==> src/design/lobm_pkg.sv <==
package lobm_pkg;

    localparam int NSLOT = 32;
    localparam int SLOT_W = 5;
    localparam int NSEEN = 1024;
    localparam int SEEN_W = 10;
    localparam int QCNT_W = 2;

    localparam logic [19:0] QTY_MAX = 20'd1000000;
    localparam logic [29:0] PRICE_MAX = 30'd1000000000;
    localparam logic [6:0] DEPTH_CAP = 7'd100;

    localparam logic [1:0] REQ_ADD = 2'd0;
    localparam logic [1:0] REQ_CANCEL = 2'd1;
    localparam logic [1:0] REQ_DEPTH = 2'd2;
    localparam logic [1:0] REQ_UNUSED = 2'd3;

    localparam logic [2:0] RK_TRADE = 3'd0;
    localparam logic [2:0] RK_ADD = 3'd1;
    localparam logic [2:0] RK_REJECT = 3'd2;
    localparam logic [2:0] RK_CANCEL = 3'd3;
    localparam logic [2:0] RK_BID = 3'd4;
    localparam logic [2:0] RK_ASK = 3'd5;
    localparam logic [2:0] RK_END = 3'd6;

    localparam logic [3:0] ST_OK = 4'd0;
    localparam logic [3:0] ST_BAD_ID = 4'd1;
    localparam logic [3:0] ST_BAD_SIDE = 4'd2;
    localparam logic [3:0] ST_BAD_QTY = 4'd3;
    localparam logic [3:0] ST_BAD_PRICE = 4'd4;
    localparam logic [3:0] ST_DUP = 4'd5;
    localparam logic [3:0] ST_CAPACITY = 4'd6;
    localparam logic [3:0] ST_EXPIRED = 4'd7;
    localparam logic [3:0] ST_UNKNOWN = 4'd8;
    localparam logic [3:0] ST_CANCELLED = 4'd9;
    localparam logic [3:0] ST_BOOK = 4'd10;

    localparam logic CFG_ACTIVE_LIMIT = 1'b0;
    localparam logic CFG_SEEN_LIMIT = 1'b1;

    typedef struct packed {
        logic [1:0] req_type;
        logic [31:0] order_id;
        logic [1:0] side;
        logic is_market;
        logic [29:0] price;
        logic [19:0] quantity;
        logic [7:0] depth_levels;
    } req_t;

    typedef struct packed {
        logic [2:0] result_kind;
        logic [3:0] status;
        logic [31:0] taker_id;
        logic [31:0] maker_id;
        logic [29:0] level_price;
        logic [24:0] amount;
        logic [5:0] order_count;
        logic last;
    } res_t;

    typedef struct packed {
        logic [1:0] kind;
        logic [31:0] id;
        logic side;
        logic market;
        logic [29:0] price;
        logic [19:0] qty;
        logic [6:0] want;
        logic [3:0] code;
    } cmd_t;

endpackage

==> src/design/lobm_front.sv <==
module lobm_front (
    input  logic             clk,
    input  logic             rst_n,
    input  logic             push,
    output logic             full,
    input  lobm_pkg::req_t   req,
    output logic             q_valid,
    input  logic             q_pop,
    output lobm_pkg::cmd_t   q_cmd
);

    lobm_pkg::cmd_t cls;
    lobm_pkg::cmd_t q_reg [2];
    logic wp_reg, rp_reg;
    logic [1:0] cnt_reg;
    logic wr;

    always_comb
    begin
        cls.kind = req.req_type;
        cls.id = req.order_id;
        cls.side = req.side[0];
        cls.market = req.is_market;
        cls.price = req.price;
        cls.qty = req.quantity;
        cls.want = (req.depth_levels > {1'b0, lobm_pkg::DEPTH_CAP}) ?
                   lobm_pkg::DEPTH_CAP : req.depth_levels[6:0];
        if (req.order_id == 32'd0)
            cls.code = lobm_pkg::ST_BAD_ID;
        else if (req.side[1])
            cls.code = lobm_pkg::ST_BAD_SIDE;
        else if (req.quantity == 20'd0 || req.quantity > lobm_pkg::QTY_MAX)
            cls.code = lobm_pkg::ST_BAD_QTY;
        else if (!req.is_market &&
                 (req.price == 30'd0 || req.price > lobm_pkg::PRICE_MAX))
            cls.code = lobm_pkg::ST_BAD_PRICE;
        else
            cls.code = lobm_pkg::ST_OK;
    end

    assign full = (cnt_reg == 2'd2);
    assign wr = push && !full && (req.req_type != lobm_pkg::REQ_UNUSED);
    assign q_valid = (cnt_reg != 2'd0);
    assign q_cmd = q_reg[rp_reg];

    always_ff @(posedge clk)
    begin
        if (wr)
        begin
            q_reg[wp_reg] <= cls;
        end
    end

    always_ff @(posedge clk or negedge rst_n)
    begin
        if (!rst_n)
        begin
            wp_reg <= 1'b0;
            rp_reg <= 1'b0;
            cnt_reg <= 2'd0;
        end
        else
        begin
            if (wr)
                wp_reg <= !wp_reg;
            if (q_pop)
                rp_reg <= !rp_reg;
            cnt_reg <= cnt_reg + {1'b0, wr} - {1'b0, q_pop};
        end
    end

endmodule

==> config.mk <==
export PLATFORM = sky130hd
export DESIGN_NAME = lobm_front
export DESIGN_NICKNAME = d
export VERILOG_FILES = /design/src/design/lobm_pkg.sv /design/src/design/lobm_front.sv
export SDC_FILE = /design/constraint.sdc
export NUM_CORES = 1
export LEC_CHECK = 0
export ABC_CLOCK_PERIOD_IN_PS = 7500
export BUFFER_PORTS_ARGS = -buffer_cell sky130_fd_sc_hd__buf_2
export CAP_MARGIN = 20
export CELL_PAD_IN_SITES_DETAIL_PLACEMENT = 1
export CELL_PAD_IN_SITES_GLOBAL_PLACEMENT = 2
export CORE_ASPECT_RATIO = 2
export CORE_MARGIN = 2
export CORE_UTILIZATION = 25
export CTS_BUF_LIST = sky130_fd_sc_hd__clkbuf_16
export CTS_CLUSTER_DIAMETER = 200
export CTS_CLUSTER_SIZE = 14
export DETAILED_ROUTE_END_ITERATION = 7
export PLACE_DENSITY = 0.63
export SYNTH_ARGS = -nofsm -noshare
export SYNTH_HDL_FRONTEND = slang
export SYNTH_SLANG_ARGS = --single-unit
==> constraint.sdc <==
create_clock -name clk -period 7.5 [get_ports clk]
set_input_delay 0.375 -clock clk [delete_from_list [all_inputs] [get_ports clk]]
set_output_delay 0.375 -clock clk [all_outputs]
set_load 0.05 [all_outputs]
==> flow_summary.ini, run 1 <==
[timing]
final.min_clock_period_ps = 3132
relSlewSlack = 0.3079
rsz0062_at_grt = no
whs_ps = 122.3
worstMarginPinSlew_ps = 1036
fmax_mhz = 319.3
fin_crit_sh = 0.4175
finalHoldViolCount = 0
setup-violations-final = 0
tns_ps = 0
clock_skew_ps = 12.94
maxSlewViolCount = 0

[routing]
drtPass1Iterations = 4
drt_iter0_markers = 156
vias = 4278
wl_per_cell_um = 18.77
drcViolationCount = 0
ant_nets = 0
avgViaCountPerCell = 4.361
wirelength_um = 18420

[yosys]
ys_types = 33
synth.area.top_cells = edfxtp_1 (76%), mux2_2 (14%), dfrtp_1 (1.3%)
synth.most_common_cell = edfxtp_1
synth-edff-count = 192
synth_fp_nets = 492
ys_warn_count = 0
synth_top_family_by_area = multiplexers
ys_seq_area_frac = 0.7780
synth_top_area_frac = 0.7647
synthArstFlopShare = 0.02041
synth-simple-area-share = 0.05061
synth_compound_area_frac = 0.01045
post_synth.cell_area_avg_um2 = 19.28
synth_seq_cells = 196
synthXorXnorAreaFrac = 0.004647
synthAdderAreaFrac = 0.003319
muxShareOfSynthArea = 0.1434
synthCells = 391
yosysTopAreaCell = edfxtp_1
syn-cell-area_um2 = 7540
synth_flop_cell = edfxtp_1
synthTopCellsByCount = edfxtp_1 (192), mux2_2 (96), nor4_1 (15), nor2_1 (13), buf_2 (10)

[global_route]
antenna_found_initial = 1
grt_pass1_vias = 4621
grt_pass1_wl_um = 28170
grt_max_degree = 65
grt_overflow = 0
track_usage = 0.1195

[setup_path]
cp_slowest_cell = dfrtp_4
end_kind = primary output
critPathMaxStageDelay_ps = 860
crit_buf_inv = 2
worstPathCellList = buf_4 > mux2_2 > buf_2
cpLargestDelayFamily = buffers and inverters
cp_max_fo = 51
worstPathArrival_ps = 2760
critical_path_class = flop to primary output
cp-start-kind = flop
worstPathRequired_ps = 7120

[cts]
cts-root-buf = clkbuf_16
cts-htree-levels = 4
cts_tree = built
clk_latency_ps = 450
numCtsBuffers = 17
clkTransAtPathRegs_ps = 80
clkSinkCount = 196
clock_path_buffers = 2

[layout]
final-seq-area_um2 = 5869
fill_cells = 3183
largest_reg_flops = 192
drive_above_1_share = 0.5483
finalNetCount = 699
area_growth_pct = 26.67
multi_input_area_um2 = 1620

[power]
pwr-share-seq = 0.382
p_switching_mw = 1.688
p_leak_nw = 3.410
power.internal_mw = 2.324
power.density_nw_per_um2 = 420.0
p_comb_frac = 0.394
power_mw = 4.011
power.share.clock = 0.224
ir_worst_vdd_uv = 223.9
sw_frac_of_total = 0.4207

[die]
rows = 90
io_pins = 198
die_area_um2 = 31650
core-area_um2 = 29950
die_y_um = 249.6
die_w_um = 126.8
start_util = 0.2517

[status]
outcome = finished clean

[place]
gp_congestion = 0.6887
dp.final_hpwl_um = 12880
port_buffers = 196

[min_path]
hold_path_class = input pin to flop

[flow_run]
drv_cap = 0
==> placed cells by master, fill, tap and decap left out, types with 4 or more instances in the layout <==
master / n
clkbuf_16: 17
nor4_1: 15
and2_1: 4
buf_2: 196
nor2_1: 11
nand2_1: 9
nor3_1: 5
inv_8: 4
mux2_2: 96
edfxtp_1: 192
nand4_1: 5
==> logic make-up after synthesis <==
kind of cell             Yosys count
multiplexers                      96
adder cells (fa/ha/maj)            2
buffers and inverters             14
XOR/XNOR                           4
AO/OA/AOI/OAI                     12
AND/OR/NAND/NOR                   66
flip-flops                       196
other                              1
==> cell type report <==
cell class              count  share of cell area
well taps                 368             0.04821
repair buffers            200              0.1061
clock buffers              17             0.04454
inverters                   2           0.0007861
clock inverters            15             0.01559
multi-input cells         181              0.1697
diodes                      2           0.0005240
flip-flops and latches    196              0.6146
==> stage by stage <==
step	worst slack (ps)	std cells	utilization	instance area, µm²
floorplan	1952	391	-	7540
global placement	4470	946	0.2992	8961
detailed placement	4420	946	0.2992	8961
CTS	4267	979	0.3187	9545
global route	4214	979	0.3187	9545
finish	4368	981	0.3188	9550
==> layer usage <==
layer  vias to the layer above  global-route usage  wire (µm)
met3                        19             0.04802       1675
met2                       186              0.1811       8272
met5                         -                   0          7
met1                      2105              0.1544       8151
li1                       1966                   -          -
met4                         2             0.04333        309
==> path summary, 6_finish.rpt <==
check | start | end | slack, ps | cells past startpoint
worst min register to register | cnt_reg[1] | cnt_reg[1] | 490 | 1
min in group asynchronous | rst_n | cnt_reg[1] | 280 | 2
worst min-delay path | req[59] | q_reg[0][62] | 120 | 1
max in group asynchronous | rst_n | rp_reg | 7080 | 2
worst max register to register | cnt_reg[1] | q_reg[1][83] | 4540 | 5
worst max-delay path | rp_reg | q_cmd[52] | 4370 | 3
==> power groups by stage <==
stage | Clock (mW) | Combinational [mW] | Sequential, mW
finish | 0.900 | 1.58 | 1.53
global route | 0.963 | 1.67 | 1.56
CTS | 0.929 | 1.62 | 1.54
detailed placement | 0 | 1.61 | 1.56
global placement | 0 | 1.61 | 1.55
floorplan | 0 | 1.27 | 1.52
==> what timing repair did <==
action | 4_1_cts | 5_1_grt
hold endpoints to repair | 4 | 0
resized for setup | 0 | 0
hold buffers | 1 | 0
buffers inserted | 0 | 0
Note: power is estimated with default switching activity, not from simulation.
==> run 2: changes to the inputs <==
ABC_CLOCK_PERIOD_IN_PS = 3250   (was 7500)
clock period = 3.25 ns   (was 7.5 ns; I/O delays follow)
==> flow_summary.ini, run 2 (synthesis results as in run 1) <==
[min_path]
hold_path_class = input pin to flop
min_to = q_reg[1][10]
worstHoldStart = req[7]
whs_path_depth = 2

[die]
die_area_um2 = 31650
io_pins = 198
core-area_um2 = 29950
rows = 90
die_y_um = 249.6
die_w_um = 126.8
start_util = 0.2517

[cts]
clkSinkCount = 196
cts_resized = 0
cts_tree = built
numCtsBuffers = 17
cts-htree-levels = 4
cts-root-buf = clkbuf_16
clkTransAtPathRegs_ps = 70
clk_latency_ps = 450
clock_path_buffers = 2

[setup_path]
reg2regPathDepth = 5
rr_endpoint = q_reg[1][65]
cp-start-kind = flop
cp_max_fo = 62
rr_startpoint = cnt_reg[1]
worstPathArrival_ps = 2260
end_kind = primary output
critical_path_class = flop to primary output
worstPathRequired_ps = 3090
r2r_slack_ps = 1240

[timing]
fin_crit_sh = 0.7469
maxSlewViolCount = 0
rsz0062_at_grt = no
clock_skew_ps = 8.103
setup_ws_ps = 822.5
fmax_mhz = 411.9
finalHoldViolCount = 0
worstMarginPinSlew_ps = 607.5
final.min_clock_period_ps = 2427
relSlewSlack = 0.5913
setup-violations-final = 0

[place]
place_area_um2 = 9009
port_buffers = 196
place_ws_ps = 1223
dp.final_hpwl_um = 13280
gp_congestion = 0.7221

[layout]
diodes = 0
drive_above_1_share = 0.4794
multi_input_area_um2 = 1620
layout_common_cells = buf_2 (196), edfxtp_1 (192), mux2_2 (96)
fill_cells = 3139
final_cell_area_um2 = 10460
area_growth_pct = 38.68
final-seq-area_um2 = 5869
largest_reg_flops = 192
finalNetCount = 791
final_common_cell = buf_2

[status]
outcome = finished clean

[power]
p_comb_frac = 0.410
ir_worst_vdd_uv = 464.4
power.density_nw_per_um2 = 889.0
p_leak_nw = 3.788
sw_frac_of_total = 0.4214
power.share.clock = 0.213
p_switching_mw = 3.917
pwr-share-seq = 0.377
power_mw = 9.296
power.internal_mw = 5.378

[global_route]
grt_max_degree = 63
grt_pass1_vias = 5120
grt_pass1_wl_um = 29760
track_usage = 0.1248
grt_overflow = 0
antenna_found_initial = 0

[routing]
avgViaCountPerCell = 4.332
wl_per_cell_um = 18.18
vias = 4640
drcViolationCount = 0
drt_iter0_markers = 162
drtPass1Iterations = 4
wirelength_um = 19470
ant_nets = 0

[flow_run]
drv_cap = 0
run 2: worst max path at each step:
stage	slack, ps	end	startpoint
after CTS	730	q_cmd[82]	rp_reg
after global placement	1250	q_cmd[69]	rp_reg
final	820	q_cmd[75]	rp_reg
after global routing	680	q_cmd[82]	rp_reg
after detailed placement	1220	q_reg[1][62]	cnt_reg[1]
after floorplan	-700	q_reg[0][0]	cnt_reg[1]
run 2: layout make-up:
cell class,instances,area share
Inverter,2,0.0007180
Multi-Input combinational cell,181,0.1550
Clock buffer,17,0.04068
Timing Repair Buffer,292,0.1867
Clock inverter,15,0.01161
Tap cell,368,0.04403
Sequential cell,196,0.5613
run 2: power groups by stage:
| stage | sequential [mW] | combinational [mW] | clock, mW |
|---|---|---|---|
| global route | 3.56 | 4.01 | 2.13 |
| floorplan | 3.46 | 2.93 | 0 |
| detailed placement | 3.57 | 3.76 | 0 |
| finish | 3.51 | 3.81 | 1.98 |
| global placement | 3.55 | 3.75 | 0 |
| CTS | 3.52 | 3.86 | 2.05 |
run 2: critical path: stages (launching register included):
cell and delay, ps:
dfrtp_4 770, buf_12 410, mux2_2 400, buf_2 220
run 2: through the flow:
| step | hold slack, ps | TNS (ps) | cells | util |
|---|---|---|---|---|
| 2_1_floorplan | -133.1 | -133970 | 391 | - |
| 3_3_place_gp | -23.43 | 0 | 949 | 0.3008 |
| 3_5_place_dp | -17.29 | 0 | 949 | 0.3008 |
| 4_1_cts | 6.733 | 0 | 1071 | 0.3491 |
| 5_1_grt | 28.53 | 0 | 1071 | 0.3491 |
| 6_report | 37.35 | 0 | 1071 | 0.3491 |
run 2: metal layers:
metal | vias up | wire, µm | global-route usage
li1 | 2148 | - | -
met5 | - | 0 | 0
met1 | 2287 | 8850 | 0.1614
met2 | 190 | 8969 | 0.1994
met4 | 0 | 266 | 0.03862
met3 | 15 | 1386 | 0.03987
run 2: timing repair:
action,CTS,global route
endpoints found under the hold margin,181,0
setup buffers,0,0
hold buffers,90,0
